`src/design/ptst_pkg.sv`:
```
// Shared types, codes and defaults for the periodic timer slot table.
// No dependencies; compile first.
package ptst_pkg;

    localparam int SLOT_COUNT_DEF  = 16;
    localparam int PERIOD_BITS_DEF = 24;
    localparam int RESULT_CAP      = 16;
    localparam int FIRE_CNT_W      = $clog2(RESULT_CAP + 1);
    localparam int PADDR_W         = 3;
    localparam int PDATA_W         = 32;

    // input kinds
    localparam logic [1:0] KIND_TICK   = 2'd0;
    localparam logic [1:0] KIND_ADD    = 2'd1;
    localparam logic [1:0] KIND_REMOVE = 2'd2;
    localparam logic [1:0] KIND_CLEAR  = 2'd3;

    // reply kinds
    localparam logic [1:0] REPLY_FIRE   = 2'd0;
    localparam logic [1:0] REPLY_ADD    = 2'd1;
    localparam logic [1:0] REPLY_REMOVE = 2'd2;
    localparam logic [1:0] REPLY_CLEAR  = 2'd3;

    // register index of timer_enabled (paddr[2])
    localparam logic REG_TIMER_ENABLED = 1'b0;

    typedef struct packed {
        logic [1:0]  kind;
        logic [15:0] handle;
        logic [23:0] interval_ticks;
    } in_item_t;

    typedef struct packed {
        logic [1:0]  reply_kind;
        logic [3:0]  slot_index;
        logic [15:0] client_handle;
        logic        success;
        logic        last_of_run;
    } out_item_t;

    typedef enum logic [1:0] {
        CTL_IDLE,
        CTL_WALK,
        CTL_FLUSH
    } ctl_state_t;

    typedef struct packed {
        logic load;     // latch item, start slot walk
        logic clear;    // free every slot, queue clear reply
        logic finish;   // walk over, queue failure reply if needed
        logic flush;    // push last pending reply out
    } ptst_cmd_t;

    typedef struct packed {
        logic walk_done;
        logic pend_vld;
        logic out_free;
    } ptst_status_t;

endpackage

```
`src/design/periodic_timer_slot_table_top.sv`:
```
// Tick walks every slot once; add and remove walk the slots in order and stop
//   early at their slot. Clear and disabled ticks need no slot walk.
// Items are taken one at a time, only when the controller is idle; the walk reads
//   one slot per cycle from the slot stores unless a reply stall holds it.
// Reset: synchronous, active low; frees all slots, disables the timer,
//   empties the output register. No clearing pass.
module periodic_timer_slot_table_top #(
    parameter int SLOT_COUNT  = ptst_pkg::SLOT_COUNT_DEF,
    parameter int PERIOD_BITS = ptst_pkg::PERIOD_BITS_DEF
) (
    input  logic                          aclk,
    input  logic                          aresetn,
    // item input
    input  logic                          s_valid,
    output logic                          s_ready,
    input  ptst_pkg::in_item_t            s_data,
    // reply output
    output logic                          m_valid,
    input  logic                          m_ready,
    output ptst_pkg::out_item_t           m_data,
    // register port
    input  logic                          psel,
    input  logic                          penable,
    input  logic                          pwrite,
    input  logic [ptst_pkg::PADDR_W-1:0]  paddr,
    input  logic [ptst_pkg::PDATA_W-1:0]  pwdata,
    output logic [ptst_pkg::PDATA_W-1:0]  prdata,
    output logic                          pready
);
    import ptst_pkg::*;

    logic         timer_en_reg;
    ptst_cmd_t    ctl_cmd;
    ptst_status_t dp_status;

    // Register file: only timer_enabled at byte 0. Writes land on the
    // access cycle; the controller only looks at it when idle.
    assign pready = 1'b1;

    always_ff @(posedge aclk) begin
        if (!aresetn) begin
            timer_en_reg <= 1'b0;
        end else if (psel && penable && pwrite && pready
                     && paddr[2] == REG_TIMER_ENABLED) begin
            timer_en_reg <= pwdata[0];
        end
    end

    always_comb begin
        prdata = '0;
        if (paddr[2] == REG_TIMER_ENABLED) begin
            prdata[0] = timer_en_reg;
        end
    end

    // Controller decides what each accepted item starts; the datapath
    // walks the slots and stages replies so that last_of_run is known.
    ptst_ctrl u_ctrl (
        .aclk          (aclk),
        .aresetn       (aresetn),
        .s_valid       (s_valid),
        .s_ready       (s_ready),
        .s_kind        (s_data.kind),
        .timer_enabled (timer_en_reg),
        .status        (dp_status),
        .cmd           (ctl_cmd)
    );

    ptst_datapath #(
        .SLOT_COUNT  (SLOT_COUNT),
        .PERIOD_BITS (PERIOD_BITS)
    ) u_datapath (
        .aclk    (aclk),
        .aresetn (aresetn),
        .s_data  (s_data),
        .cmd     (ctl_cmd),
        .status  (dp_status),
        .m_valid (m_valid),
        .m_ready (m_ready),
        .m_data  (m_data)
    );

    // A clear always stages its reply on the next cycle.
    a_clear_reply: assert property (@(posedge aclk) disable iff (!aresetn)
        s_valid && s_ready && s_data.kind == KIND_CLEAR |=> dp_status.pend_vld)
        else $error("clear item did not stage a reply");

    // A tick with the timer off is dropped and the block stays open.
    a_tick_off: assert property (@(posedge aclk) disable iff (!aresetn)
        s_valid && s_ready && s_data.kind == KIND_TICK && !timer_en_reg |=> s_ready)
        else $error("disabled tick started work");

    // Starting a walk must leave the walk busy on the next cycle.
    a_walk_start: assert property (@(posedge aclk) disable iff (!aresetn)
        ctl_cmd.load |=> !dp_status.walk_done && !s_ready)
        else $error("slot walk did not start");

endmodule

```
`src/design/ptst_ctrl.sv`:
```
// Controller FSM for the periodic timer slot table.
// Depends on ptst_pkg.
module ptst_ctrl (
    input  logic                  aclk,
    input  logic                  aresetn,
    input  logic                  s_valid,
    output logic                  s_ready,
    input  logic [1:0]            s_kind,
    input  logic                  timer_enabled,
    input  ptst_pkg::ptst_status_t status,
    output ptst_pkg::ptst_cmd_t    cmd
);
    import ptst_pkg::*;

    ctl_state_t state_reg, state_next;
    logic       accept;

    assign accept = s_valid && s_ready;

    always_ff @(posedge aclk) begin
        if (!aresetn) begin
            state_reg <= CTL_IDLE;
        end else begin
            state_reg <= state_next;
        end
    end

    always_comb begin
        state_next = state_reg;
        unique case (state_reg)
            CTL_IDLE: begin
                if (accept) begin
                    if (s_kind == KIND_CLEAR) begin
                        state_next = CTL_FLUSH;
                    end else if (s_kind != KIND_TICK || timer_enabled) begin
                        state_next = CTL_WALK;
                    end
                end
            end
            CTL_WALK: begin
                if (status.walk_done) begin
                    state_next = CTL_FLUSH;
                end
            end
            CTL_FLUSH: begin
                if (!status.pend_vld || status.out_free) begin
                    state_next = CTL_IDLE;
                end
            end
            default: state_next = CTL_IDLE;
        endcase
    end

    always_comb begin
        s_ready = 1'b0;
        cmd     = '0;
        unique case (state_reg)
            CTL_IDLE: begin
                s_ready = 1'b1;
                if (accept) begin
                    if (s_kind == KIND_CLEAR) begin
                        cmd.clear = 1'b1;
                    end else if (s_kind != KIND_TICK || timer_enabled) begin
                        cmd.load = 1'b1;
                    end
                end
            end
            CTL_WALK: begin
                cmd.finish = status.walk_done;
            end
            CTL_FLUSH: begin
                cmd.flush = 1'b1;
            end
            default: begin
                s_ready = 1'b0;
            end
        endcase
    end

endmodule

```
`src/design/ptst_datapath.sv`:
```
// Datapath: slot stores, valid bits, slot walk pipeline, reply staging
// and output register. Depends on ptst_pkg.
module ptst_datapath #(
    parameter int SLOT_COUNT  = ptst_pkg::SLOT_COUNT_DEF,
    parameter int PERIOD_BITS = ptst_pkg::PERIOD_BITS_DEF
) (
    input  logic                   aclk,
    input  logic                   aresetn,
    input  ptst_pkg::in_item_t     s_data,
    input  ptst_pkg::ptst_cmd_t    cmd,
    output ptst_pkg::ptst_status_t status,
    output logic                   m_valid,
    input  logic                   m_ready,
    output ptst_pkg::out_item_t    m_data
);
    import ptst_pkg::*;

    localparam int IDX_W = (SLOT_COUNT > 1) ? $clog2(SLOT_COUNT) : 1;
    localparam logic [IDX_W-1:0]       LAST_IDX = IDX_W'(SLOT_COUNT - 1);
    localparam logic [PERIOD_BITS-1:0] CNT_MAX  = {PERIOD_BITS{1'b1}};

    // slot stores (written by add / tick, read one slot per cycle unless a reply stall holds the walk)
    logic [15:0]            client_mem  [SLOT_COUNT];
    logic [PERIOD_BITS-1:0] period_mem  [SLOT_COUNT];
    logic [PERIOD_BITS-1:0] elapsed_mem [SLOT_COUNT];

    logic [SLOT_COUNT-1:0]  valid_reg;

    // latched item
    logic [1:0]             op_kind_reg;
    logic [15:0]            op_handle_reg;
    logic [PERIOD_BITS-1:0] op_ivl_reg;

    // walk pipeline
    logic                   rd_active_reg;
    logic [IDX_W-1:0]       rd_idx_reg;
    logic                   ev_vld_reg;
    logic [IDX_W-1:0]       ev_idx_reg;
    logic                   found_reg;
    logic [FIRE_CNT_W-1:0]  fire_cnt_reg;
    logic [15:0]            rd_client_reg;
    logic [PERIOD_BITS-1:0] rd_period_reg;
    logic [PERIOD_BITS-1:0] rd_elapsed_reg;

    // reply staging and output
    logic                   pend_vld_reg;
    out_item_t              pend_reg;
    logic                   m_valid_reg;
    out_item_t              m_data_reg;

    logic                   ev_act, slot_v, is_tick;
    logic [PERIOD_BITS-1:0] elapsed_inc, elapsed_next;
    logic                   fire, fire_rep, add_hit, rem_hit, hit, push;
    logic                   out_free, step, issue;
    logic                   elapsed_we;
    out_item_t              new_reply;

    assign out_free = !m_valid_reg || m_ready;

    assign ev_act  = ev_vld_reg && !found_reg;
    assign slot_v  = valid_reg[ev_idx_reg];
    assign is_tick = (op_kind_reg == KIND_TICK);

    // saturating increment, restart on reaching the interval
    assign elapsed_inc  = (rd_elapsed_reg == CNT_MAX) ? rd_elapsed_reg
                                                      : rd_elapsed_reg + PERIOD_BITS'(1);
    assign fire         = ev_act && is_tick && slot_v && (elapsed_inc >= rd_period_reg);
    assign elapsed_next = fire ? '0 : elapsed_inc;
    assign fire_rep     = fire && (fire_cnt_reg < FIRE_CNT_W'(RESULT_CAP));

    assign add_hit = ev_act && (op_kind_reg == KIND_ADD) && !slot_v;
    assign rem_hit = ev_act && (op_kind_reg == KIND_REMOVE) && slot_v
                     && (rd_client_reg == op_handle_reg);
    assign hit     = add_hit || rem_hit;
    assign push    = fire_rep || hit;

    // stall only when a new reply needs the staging slot and output is full
    assign step  = !(push && pend_vld_reg && !out_free);
    assign issue = rd_active_reg && step && !hit;

    assign elapsed_we = step && ((ev_act && is_tick && slot_v) || add_hit);

    always_comb begin
        new_reply.reply_kind    = fire ? REPLY_FIRE : op_kind_reg;
        new_reply.slot_index    = 4'(ev_idx_reg);
        new_reply.client_handle = fire ? rd_client_reg : op_handle_reg;
        new_reply.success       = !fire;
        new_reply.last_of_run   = 1'b0;
    end

    // stores
    always_ff @(posedge aclk) begin
        if (step && add_hit) begin
            client_mem[ev_idx_reg] <= op_handle_reg;
            period_mem[ev_idx_reg] <= op_ivl_reg;
        end
        if (elapsed_we) begin
            elapsed_mem[ev_idx_reg] <= add_hit ? '0 : elapsed_next;
        end
    end

    always_ff @(posedge aclk) begin
        if (issue) begin
            rd_client_reg  <= client_mem[rd_idx_reg];
            rd_period_reg  <= period_mem[rd_idx_reg];
            rd_elapsed_reg <= elapsed_mem[rd_idx_reg];
        end
    end

    always_ff @(posedge aclk) begin
        if (!aresetn) begin
            valid_reg <= '0;
        end else if (cmd.clear) begin
            valid_reg <= '0;
        end else if (step && add_hit) begin
            valid_reg[ev_idx_reg] <= 1'b1;
        end else if (step && rem_hit) begin
            valid_reg[ev_idx_reg] <= 1'b0;
        end
    end

    // walk control
    always_ff @(posedge aclk) begin
        if (!aresetn) begin
            rd_active_reg <= 1'b0;
            ev_vld_reg    <= 1'b0;
            found_reg     <= 1'b0;
        end else if (cmd.load) begin
            rd_active_reg <= 1'b1;
            rd_idx_reg    <= '0;
            ev_vld_reg    <= 1'b0;
            found_reg     <= 1'b0;
            fire_cnt_reg  <= '0;
            op_kind_reg   <= s_data.kind;
            op_handle_reg <= s_data.handle;
            op_ivl_reg    <= PERIOD_BITS'(s_data.interval_ticks);
        end else if (step) begin
            ev_vld_reg <= issue;
            ev_idx_reg <= rd_idx_reg;
            if (issue) begin
                rd_idx_reg <= rd_idx_reg + IDX_W'(1);
                if (rd_idx_reg == LAST_IDX) begin
                    rd_active_reg <= 1'b0;
                end
            end
            if (hit) begin
                found_reg     <= 1'b1;
                rd_active_reg <= 1'b0;
            end
            if (fire_rep) begin
                fire_cnt_reg <= fire_cnt_reg + FIRE_CNT_W'(1);
            end
        end
    end

    // reply staging: a reply waits until the next one shows whether it is last
    always_ff @(posedge aclk) begin
        if (!aresetn) begin
            pend_vld_reg <= 1'b0;
            m_valid_reg  <= 1'b0;
        end else begin
            if (m_valid_reg && m_ready) begin
                m_valid_reg <= 1'b0;
            end
            if (cmd.clear) begin
                pend_vld_reg           <= 1'b1;
                pend_reg.reply_kind    <= REPLY_CLEAR;
                pend_reg.slot_index    <= '0;
                pend_reg.client_handle <= '0;
                pend_reg.success       <= 1'b1;
                pend_reg.last_of_run   <= 1'b0;
            end else if (cmd.finish) begin
                if (!is_tick && !found_reg) begin
                    pend_vld_reg           <= 1'b1;
                    pend_reg.reply_kind    <= op_kind_reg;
                    pend_reg.slot_index    <= '0;
                    pend_reg.client_handle <= op_handle_reg;
                    pend_reg.success       <= 1'b0;
                    pend_reg.last_of_run   <= 1'b0;
                end
            end else if (cmd.flush) begin
                if (pend_vld_reg && out_free) begin
                    m_data_reg             <= pend_reg;
                    m_data_reg.last_of_run <= 1'b1;
                    m_valid_reg            <= 1'b1;
                    pend_vld_reg           <= 1'b0;
                end
            end else if (push && step) begin
                if (pend_vld_reg) begin
                    m_data_reg  <= pend_reg;
                    m_valid_reg <= 1'b1;
                end
                pend_reg     <= new_reply;
                pend_vld_reg <= 1'b1;
            end
        end
    end

    assign status.walk_done = !rd_active_reg && !ev_vld_reg;
    assign status.pend_vld  = pend_vld_reg;
    assign status.out_free  = out_free;

    assign m_valid = m_valid_reg;
    assign m_data  = m_data_reg;

endmodule
```
`config.mk`:
```
export PLATFORM = sky130hd
export DESIGN_NAME = periodic_timer_slot_table_top
export DESIGN_NICKNAME = d
export VERILOG_FILES = /design/src/design/ptst_pkg.sv /design/src/design/periodic_timer_slot_table_top.sv /design/src/design/ptst_ctrl.sv /design/src/design/ptst_datapath.sv
export SDC_FILE = /design/constraint.sdc
export NUM_CORES = 1
export LEC_CHECK = 0
export BUFFER_PORTS_ARGS = -buffer_cell sky130_fd_sc_hd__buf_2
export CAP_MARGIN = 20
export CORE_AREA = 3 3 297 299
export DETAILED_ROUTE_END_ITERATION = 16
export DIE_AREA = 0 0 300 302
export PLACE_DENSITY_LB_ADDON = 0.05
export SYNTH_ARGS = -nofsm -noshare
export SYNTH_HDL_FRONTEND = slang
export SYNTH_SLANG_ARGS = --single-unit
```
`constraint.sdc`:
```
create_clock -name aclk -period 5.95 [get_ports aclk]
set_input_delay 1.19 -clock aclk [delete_from_list [all_inputs] [get_ports aclk]]
set_output_delay 1.19 -clock aclk [all_outputs]
set_load 0.05 [all_outputs]
```
==> results of run 1 <==
placed cells by master, fill, tap and decap left out, types with 7 or more instances in the layout:
cell type,instances
a21oi_1,27
a311oi_1,15
and2_1,10
buf_12,8
buf_2,77
buf_4,47
bufinv_16,7
clkbuf_1,36
clkbuf_16,122
clkinv_1,24
clkinv_2,22
conb_1,32
dfxtp_1,24
edfxtp_1,1190
ha_1,27
inv_1,52
mux2i_1,21
mux4_2,322
nand2_1,34
nand2b_1,9
nand3_1,27
nand4_1,10
nor2_1,72
nor2_2,11
nor2_4,19
nor2b_1,9
nor3_1,14
nor4_1,8
o21ai_0,8
xnor2_1,19
xor2_1,24
logic make-up after synthesis:
group | after synthesis | share of synthesized area
simple gates | 251 | 0.02578
xor+xnor | 43 | 0.008007
buf+inv | 182 | 0.01796
flops | 1214 | 0.7700
other cells | 2 | 0.0001597
fa+ha+maj | 27 | 0.007182
compound gates | 79 | 0.01181
mux | 344 | 0.1591
stage by stage:
step | instance area (µm²) | worst slack, ns | util | hold slack (ns)
2_1_floorplan | 47150 | 0.5388 | - | 0.4003
3_3_place_gp | 49030 | 0.5156 | 0.5741 | 0.4034
3_5_place_dp | 49050 | 0.4412 | 0.5742 | 0.4054
4_1_cts | 52770 | 0.4305 | 0.6178 | 0.4187
5_1_grt | 52830 | 0.1274 | 0.6186 | 0.4214
6_report | 52830 | 0.5309 | 0.6186 | 0.4181
worst max-delay path, stage by stage, from the launching register on:
cell      delay, ns
edfxtp_1       0.42
nand4_1        0.20
or4_1          0.58
nor4_4         0.30
or2_0          0.41
nor3_1         0.11
xnor2_1        0.25
inv_1          0.08
ha_1           0.30
nand4_1        0.12
nor4_1         0.09
a222oi_1       0.28
o211a_1        0.36
or3_1          0.21
a21oi_2        0.09
buf_12         0.20
nor2_4         0.80
buf_4          0.31
final cells by class:
cell class                      instances  share of cell area
Multi-Input combinational cell        776              0.1949
Clock buffer                          158             0.06034
Timing Repair Buffer                  137             0.01842
Clock inverter                         64             0.01014
Inverter                               52            0.003694
Sequential cell                      1214              0.6855
Tap cell                             1144             0.02709
power by group through the flow:
stage / combinational [mW] / clock [mW] / sequential [mW]
2_1_floorplan: 0.670 / 0 / 9.71
3_3_place_gp: 0.896 / 0 / 9.74
3_5_place_dp: 0.905 / 0 / 9.75
4_1_cts: 0.910 / 7.29 / 9.57
5_1_grt: 0.972 / 7.66 / 9.58
6_report: 0.896 / 7.13 / 9.57
routing by layer:
metal  track usage  vias up  part of all wire
met5             0        -                 0
met4       0.04974        0             0.016
met3       0.03395      107             0.052
met2        0.3779      620              0.51
met1        0.3242    11562              0.42
li1              -     9152                 -
how the worst max path moves through the flow:
stage,from,to,slack [ns],cells after the start
6_report,u_datapath.rd_elapsed_reg[6]$_DFFE_PP_,u_datapath.elapsed_mem[12][20]$_DFFE_PP_,0.53,17
5_1_grt,u_datapath.rd_elapsed_reg[6]$_DFFE_PP_,u_datapath.elapsed_mem[9][7]$_DFFE_PP_,0.13,17
4_1_cts,u_datapath.rd_elapsed_reg[6]$_DFFE_PP_,u_datapath.elapsed_mem[12][20]$_DFFE_PP_,0.43,17
3_5_place_dp,u_datapath.rd_elapsed_reg[6]$_DFFE_PP_,u_datapath.elapsed_mem[12][20]$_DFFE_PP_,0.44,17
3_3_place_gp,u_datapath.rd_elapsed_reg[6]$_DFFE_PP_,u_datapath.elapsed_mem[12][20]$_DFFE_PP_,0.52,17
2_1_floorplan,u_datapath.rd_elapsed_reg[6]$_DFFE_PP_,u_datapath.elapsed_mem[13][0]$_DFFE_PP_,0.54,16
==> impl_metrics.py, run 1 <==
metrics = {
    "outcome": {
        "status": "complete, no violations",
    },
    "synth": {
        "synthFlopType": "edfxtp_1",
        "synthDistinctLibCells": 57,
        "synthTopCellsByCount": "edfxtp_1, mux4_2, nor2_1, clkbuf_1, inv_1",
        "seq_area_frac_synth": 0.7700,
        "synth.area.top_cells": "edfxtp_1, mux4_2, dfxtp_1, nor2_1, ha_1",
        "yosysMostFrequentCell": "edfxtp_1",
        "synthCells": 2142,
        "synthArstFlopShare": 0,
        "yosys.area.top_type": "edfxtp_1",
        "synth_top_area_share": 0.7598,
        "synth-edff-count": 1190,
        "ys_seq_elements": 1214,
        "yosys_warnings": 0,
        "syn_avg_cell_area_um2": 21.96,
        "synth_area_um2": 47030,
    },
    "detailed_routing": {
        "routed_wirelength_mm": 100.1,
        "first_pass_iters": 5,
        "drt_iter0_markers": 2203,
        "antenna_left": 0,
        "route.detailed.drc": 0,
        "routedWlPerCell_um": 28.23,
        "via_count": 21441,
        "viasPerCell": 6.048,
    },
    "placed_design": {
        "port_buffers": 77,
        "gp_congestion": 0.8018,
        "hpwl_mm": 51.63,
        "dp.cells": 3319,
    },
    "sta": {
        "fin_skew_ns": 0.02051,
        "worst_slew_pin_slew_ns": 1.098,
        "fmax_ghz": 0.1845,
        "fin_tns_setup_ns": 0,
        "hold_viol": 0,
        "period_share": 0.9108,
        "grt_setup_unrepaired": "false",
        "setup_viol": 0,
        "min_period_ns": 5.419,
        "timing.slew.headroom": 0.2678,
        "slew_violations": 0,
    },
    "critical_path": {
        "start_kind": "flop",
        "critPathKind": "reg2reg",
        "worst-r2r-cell-count": 17,
        "cp.arrival_ns": 5.79,
        "critPathCaptureType": "flop",
        "reg2reg_setup_slack_ns": 0.53,
        "reg2reg_to": "u_datapath.elapsed_mem[12][20]$_DFFE_PP_",
        "r2r-start": "u_datapath.rd_elapsed_reg[6]$_DFFE_PP_",
        "cp_max_fo": 19,
        "cp.required_ns": 6.33,
    },
    "hold_path": {
        "hp-start": "u_datapath.pend_reg[15]$_SDFFCE_PP0P_",
        "holdPathStages": 0,
        "hold-path-endpoint": "u_datapath.m_data[15]$_DFFE_PP_",
        "hp-class": "reg2reg",
    },
    "clock_network": {
        "cts_tree": "built",
        "ctsRootBufferMaster": "clkbuf_16",
        "postCtsHoldBufs": 0,
        "numCtsBuffers": 120,
        "clock_sinks": 1214,
        "postCtsSetupBuffers": 0,
        "cts_resized": 0,
        "path_clk_slew_ns": 0.06,
        "cts.htree.levels": 3,
        "cts.path.max_buffers": 3,
        "clk_latency_ns": 0.68,
    },
    "power": {
        "p_switching_mw": 3.668,
        "power.leakage_nw": 16.86,
        "peakVddDrop_mv": 0.3169,
        "p_per_area_nw_per_um2": 333.0,
        "power.share.combinational": 0.051,
        "internal_power_mw": 13.93,
        "total_power_mw": 17.59,
        "p_sw_frac": 0.2085,
        "pwr-share-clk": 0.405,
        "sequentialPowerShare": 0.544,
    },
    "floorplan": {
        "initial_core_util": 0.5507,
        "rows": 107,
        "die_h_um": 302,
        "die_area_um2": 90600,
        "coreArea_um2": 85410,
        "die_w_um": 300,
        "pin_count": 143,
    },
    "layout": {
        "area_delta_synth_final_pct": 12.33,
        "n_antenna_cell": 0,
        "multi_input_area_um2": 10290,
        "top_regs": "u_datapath.elapsed_mem (384), u_datapath.period_mem (384), u_datapath.client_mem (256)",
        "drive_gt1_frac": 0.2795,
        "final_nets": 2412,
        "fill_cells": 6074,
        "instances_no_fill": 3545,
        "seq_area_um2": 36210,
    },
    "global_route": {
        "grt_pass1_vias": 22564,
        "overflow": 0,
        "grt_usage": 0.2266,
        "antenna_found_initial": 6,
        "grt_pass1_wl_mm": 149.2,
        "grt_max_degree": 95,
    },
    "flow_run": {
        "maxCapViolations": 0,
    },
}
Note: power is estimated with default switching activity, not from simulation.
==> inputs of run 2 (changes only) <==
Clock period 5.95 ns to 6.2 ns, I/O delays scaled along.
==> run 2 against run 1 <==
  * Sequential cell count stayed put
  * Worst setup slack improved by 0.050 ns
  * Core utilization rose by 0.095 points
  * Final area up 0.15%
  * Combinational power shrank 5.2%
  * Sequential share of layout area down 0.11 points
  * First-iteration DRC count decreased by 11%
  * Total power decreased by 3.0%
  * Non-clock buffer count rose by 2
  * Clock-buffer cell count decreased by 1
  * Global-route usage fell by 0.11 points
  * Routed wire length down 0.54%
  * Critical path type unchanged
  * Critical endpoint is now u_datapath.elapsed_mem[2][15]$_DFFE_PP_
  * Highest routed layer unchanged
==> impl_metrics.py, run 2 (synthesis gave the netlist of run 1 again) <==
metrics = {
    "critical_path": {
        "start_kind": "flop",
        "cp.required_ns": 6.56,
        "reg2reg_setup_slack_ns": 0.58,
        "r2r-start": "u_datapath.rd_elapsed_reg[6]$_DFFE_PP_",
        "worst-r2r-cell-count": 17,
        "max_stage_delay_ns": 0.57,
        "reg2reg_to": "u_datapath.elapsed_mem[2][15]$_DFFE_PP_",
        "slowest_stage": "or4_1",
        "cp.arrival_ns": 5.98,
        "critPathCaptureType": "flop",
        "cp_max_fo": 24,
        "path_cells": "nand4_1 > or4_1 > nor4_4 > nor4_1 > nor2b_1 > xnor2_1 > inv_1 > ha_1 > nand4_1 > nor4_1 > nand2_1 > o211a_1 > or3_1 > a21oi_2 > buf_4 > nor2_2 > buf_4",
        "critPathKind": "reg2reg",
    },
    "sta": {
        "setup_viol": 0,
        "min_period_ns": 5.619,
        "fin_tns_setup_ns": 0,
        "timing.slew.headroom": 0.2759,
        "hold_viol": 0,
        "fin_skew_ns": 0.02126,
        "fmax_ghz": 0.1780,
        "whs_ns": 0.4166,
        "period_share": 0.9064,
        "grt_setup_unrepaired": "false",
        "slew_violations": 0,
        "worst_slew_pin_slew_ns": 1.082,
    },
    "clock_network": {
        "cts.path.max_buffers": 3,
        "postCtsHoldBufs": 0,
        "numCtsBuffers": 120,
        "ctsRootBufferMaster": "clkbuf_16",
        "cts_resized": 0,
        "clk_latency_ns": 0.69,
        "clock_sinks": 1214,
        "path_clk_slew_ns": 0.06,
        "cts_tree": "built",
        "cts.htree.levels": 3,
        "postCtsSetupBuffers": 0,
    },
    "detailed_routing": {
        "route.detailed.drc": 0,
        "antenna_left": 0,
        "routedWlPerCell_um": 28.05,
        "first_pass_iters": 5,
        "routed_wirelength_mm": 99.52,
        "viasPerCell": 6.048,
        "via_count": 21457,
        "drt_iter0_markers": 1959,
    },
    "placed_design": {
        "gp_congestion": 0.7458,
        "dpl-instance-area_um2": 49030,
        "port_buffers": 77,
        "hpwl_mm": 52.53,
    },
    "global_route": {
        "antenna_found_initial": 0,
        "use_met1": 0.3154,
        "grt_usage": 0.2255,
        "met3_usage": 0.03151,
        "use_met2": 0.3798,
        "overflow": 0,
        "grt_pass1_vias": 22443,
        "top_usage_layer": "met2",
        "grt_pass1_wl_mm": 148.2,
        "grt_max_degree": 145,
    },
    "floorplan": {
        "rows": 107,
        "pin_count": 143,
        "initial_core_util": 0.5507,
        "die_h_um": 302,
        "die_area_um2": 90600,
        "die_w_um": 300,
        "coreArea_um2": 85410,
    },
    "outcome": {
        "status": "complete, no violations",
    },
    "power": {
        "p_per_area_nw_per_um2": 322.5,
        "power.leakage_nw": 16.91,
        "peakVddDrop_mv": 0.2674,
        "total_power_mw": 17.07,
    },
    "hold_path": {
        "hp-start": "u_datapath.pend_reg[13]$_SDFFCE_PP0P_",
        "hp-class": "reg2reg",
        "hold-path-endpoint": "u_datapath.m_data[13]$_DFFE_PP_",
        "holdPathStages": 0,
    },
    "flow_run": {
        "maxCapViolations": 0,
    },
    "layout": {
        "drive_gt1_frac": 0.2795,
        "final_area_um2": 52910,
        "n_antenna_cell": 0,
        "area_delta_synth_final_pct": 12.50,
        "layout_common_cells": "edfxtp_1, mux4_2, clkbuf_16",
        "fill_cells": 6005,
        "multi_input_area_um2": 10290,
        "seq_area_um2": 36210,
        "top_regs": "u_datapath.elapsed_mem (384), u_datapath.period_mem (384), u_datapath.client_mem (256)",
        "final_nets": 2414,
        "layout_commonest_cell": "edfxtp_1",
    },
}
## run 2: worst max-delay path: cells and delay by family (launching register included)
kind                       cells  cell delay [ns]
xor gates and xnor gates       1             0.32
AOI/OAI and AO/OA              2             0.86
adders and majority gates      1             0.31
DFF                            1             0.42
buffers and inverters          3             0.68
and+or+nand+nor               10             2.71
## run 2: layout make-up
class	instances	share of cell area
Clock inverter	66	0.01256
Inverter	52	0.003689
Sequential cell	1214	0.6844
Clock buffer	157	0.05978
Timing Repair Buffer	139	0.01797
Multi-Input combinational cell	776	0.1946
Tap cell	1144	0.02705
## run 2: power by group
| part | switching [mW] | total [mW] | internal (mW) | leakage, nW |
|---|---|---|---|---|
| clock | 2.95 | 7.03 | 4.08 | 1.87 |
| combinational | 0.486 | 0.849 | 0.363 | 4.12 |
| sequential | 0.0889 | 9.19 | 9.10 | 10.9 |
| total | 3.52 | 17.1 | 13.5 | 16.9 |
## run 2: through the flow
step	std cells	util	worst slack, ns
global route	3548	0.6195	0.2811
CTS	3544	0.6189	0.6201
finish	3548	0.6195	0.5805
floorplan	2172	-	0.7888
detailed placement	3321	0.5740	0.6600
global placement	3318	0.5735	0.7254
## run 2: worst max path at each step
stage	depth (start not counted)	endpoint	slack (ns)	startpoint
finish	17	u_datapath.elapsed_mem[2][15]$_DFFE_PP_	0.58	u_datapath.rd_elapsed_reg[6]$_DFFE_PP_
global route	17	u_datapath.elapsed_mem[2][18]$_DFFE_PP_	0.28	u_datapath.rd_elapsed_reg[6]$_DFFE_PP_
CTS	17	u_datapath.elapsed_mem[2][15]$_DFFE_PP_	0.62	u_datapath.rd_elapsed_reg[6]$_DFFE_PP_
floorplan	16	u_datapath.elapsed_mem[13][0]$_DFFE_PP_	0.79	u_datapath.rd_elapsed_reg[6]$_DFFE_PP_
detailed placement	17	u_datapath.elapsed_mem[11][11]$_DFFE_PP_	0.66	u_datapath.rd_elapsed_reg[6]$_DFFE_PP_
global placement	17	u_datapath.elapsed_mem[11][11]$_DFFE_PP_	0.73	u_datapath.rd_elapsed_reg[6]$_DFFE_PP_
## run 2: layer usage
metal  wire, µm  vias to the layer above
li1           -                     9155
met1      41400                    11511
met2      50930                      637
met3       4814                      154
met4       2379                        0
met5          0                        -
==> inputs of run 3 (changes only) <==
Clock period 6.2 ns to 7 ns, I/O delays scaled along.
==> run 3 against run 2 <==
  * Worst setup slack better by 0.84 ns
  * First-iteration DRC count shrank 8.3%
  * Clock-buffer cell count down 1
  * Routed wire length rose by 0.22%
  * Critical endpoint is now u_datapath.elapsed_mem[14][14]$_DFFE_PP_
  * Sequential power down 12%
  * Total power fell by 13%
==> impl_metrics.py, run 3 (synthesis gave the netlist of run 1 again) <==
metrics = {
    "critical_path": {
        "slowest_stage": "or4_1",
        "path_cells": "nand4_1 > or4_1 > nor4_4 > buf_4 > or2_0 > nor3_1 > xnor2_1 > inv_1 > ha_1 > nand4_1 > nor4_1 > nand2_1 > o211a_1 > or3_1 > a21oi_2 > buf_4 > nor2_2 > buf_4",
        "cp_common_cell": "buf_4",
        "critPathCaptureType": "flop",
        "critPathKind": "reg2reg",
        "cp_max_fo": 18,
        "cp.arrival_ns": 5.97,
        "cp.buffers_inverters": 4,
        "max_stage_delay_ns": 0.57,
        "start_kind": "flop",
        "cp.required_ns": 7.39,
        "path_delay_family": "simple AND/OR/NAND/NOR gates",
    },
    "hold_path": {
        "hp-class": "reg2reg",
    },
    "clock_network": {
        "cts_resized": 0,
        "postCtsHoldBufs": 0,
        "numCtsBuffers": 120,
        "cts.path.max_buffers": 3,
        "clock_sinks": 1214,
        "postCtsSetupBuffers": 0,
        "cts_tree": "built",
        "clk_latency_ns": 0.70,
        "path_clk_slew_ns": 0.06,
        "ctsRootBufferMaster": "clkbuf_16",
        "cts.htree.levels": 3,
    },
    "layout": {
        "fin_util": 0.6166,
        "top_regs": "u_datapath.elapsed_mem (384), u_datapath.period_mem (384), u_datapath.client_mem (256)",
        "area_delta_synth_final_pct": 11.97,
        "n_antenna_cell": 0,
        "final_nets": 2407,
        "layout_common_cells": "edfxtp_1, mux4_2, clkbuf_16",
        "layout_commonest_cell": "edfxtp_1",
        "instances_no_fill": 3539,
        "fill_cells": 6041,
        "drive_gt1_frac": 0.2760,
    },
    "detailed_routing": {
        "drt_iter0_markers": 1797,
        "routedWlPerCell_um": 28.18,
        "via_count": 21474,
        "routed_wirelength_mm": 99.75,
        "antenna_left": 0,
        "route.detailed.drc": 0,
        "first_pass_iters": 5,
        "viasPerCell": 6.068,
    },
    "floorplan": {
        "die_w_um": 300,
        "die_h_um": 302,
        "die_area_um2": 90600,
        "coreArea_um2": 85410,
        "initial_core_util": 0.5507,
        "pin_count": 143,
        "rows": 107,
    },
    "placed_design": {
        "gp_congestion": 0.7846,
        "dp.cells": 3316,
        "port_buffers": 77,
        "hpwl_mm": 52.90,
    },
    "sta": {
        "period_share": 0.7969,
        "min_period_ns": 5.578,
        "fmax_ghz": 0.1793,
        "slew_violations": 0,
        "setup_viol": 0,
        "fin_skew_ns": 0.01770,
        "fin_tns_setup_ns": 0,
        "worst_slew_pin_slew_ns": 1.148,
        "hold_viol": 0,
        "timing.slew.headroom": 0.2326,
        "grt_setup_unrepaired": "false",
    },
    "global_route": {
        "grt_max_degree": 134,
        "antenna_found_initial": 4,
        "grt_pass1_vias": 22316,
        "overflow": 0,
        "grt_pass1_wl_mm": 147.1,
        "grt_usage": 0.2248,
    },
    "power": {
        "p_switching_mw": 3.117,
        "internal_power_mw": 11.77,
        "peakVddDrop_mv": 0.2518,
        "p_sw_frac": 0.2094,
        "power.leakage_nw": 16.78,
        "sequentialPowerShare": 0.546,
        "pwr-share-clk": 0.403,
        "power.share.combinational": 0.051,
        "p_per_area_nw_per_um2": 282.6,
    },
    "flow_run": {
        "maxCapViolations": 0,
    },
    "outcome": {
        "status": "complete, no violations",
    },
}
run 3: cell types whose count changed in the layout (fill, tap and decap cells not counted), sizes merged:
| cell | previous run | this run |
|---|---|---|
| clkinv | 50 | 51 |
| inv | 55 | 57 |
| buf | 137 | 132 |
| bufinv | 12 | 6 |
| clkbuf | 159 | 156 |
| clkinvlp | 1 | 3 |
run 3: layout make-up:
class / count / area (µm²) / share of cell area
multi-input combinational: 776 / 10290 / 0.1955
clock buffer: 156 / 3159 / 0.05999
timing repair buffer: 132 / 868.3 / 0.01649
tap: 1144 / 1431 / 0.02718
sequential: 1214 / 36210 / 0.6877
inverter: 52 / 195.2 / 0.003706
clock inverter: 65 / 499.2 / 0.009480
run 3: per-stage QoR:
stage	worst slack, ns	hold slack [ns]	power [mW]	instance area [µm²]
global placement	1.577	0.4038	9.033	48970
global route	1.076	0.4216	15.40	52660
floorplan	1.476	0.4003	8.821	47150
finish	1.422	0.4128	14.88	52660
detailed placement	1.447	0.4057	9.050	48970
CTS	1.443	0.4134	15.02	52630
run 3: power by group through the flow:
stage / registers (mW) / logic, mW / clock network (mW)
6_report: 8.13 / 0.758 / 5.99
5_1_grt: 8.14 / 0.819 / 6.44
4_1_cts: 8.13 / 0.770 / 6.12
3_5_place_dp: 8.28 / 0.767 / 0
3_3_place_gp: 8.28 / 0.756 / 0
2_1_floorplan: 8.25 / 0.569 / 0
run 3: final timing paths:
path / start / end / slack (ns) / cells after the start
max: u_datapath.rd_elapsed_reg[7]$_DFFE_PP_ / u_datapath.elapsed_mem[14][14]$_DFFE_PP_ / 1.42 / 18
min: u_datapath.pend_reg[7]$_SDFFCE_PP0P_ / u_datapath.m_data[7]$_DFFE_PP_ / 0.41 / 0
max reg2reg: u_datapath.rd_elapsed_reg[7]$_DFFE_PP_ / u_datapath.elapsed_mem[14][14]$_DFFE_PP_ / 1.42 / 18
min reg2reg: u_datapath.pend_reg[7]$_SDFFCE_PP0P_ / u_datapath.m_data[7]$_DFFE_PP_ / 0.41 / 0
run 3: metal layers:
metal / routed length [µm] / vias up / global-route usage
li1: - / 9140 / -
met1: 40870 / 11568 / 0.3073
met3: 5596 / 134 / 0.03718
met5: 20 / - / 0
met4: 1778 / 4 / 0.05650
met2: 51480 / 628 / 0.3839
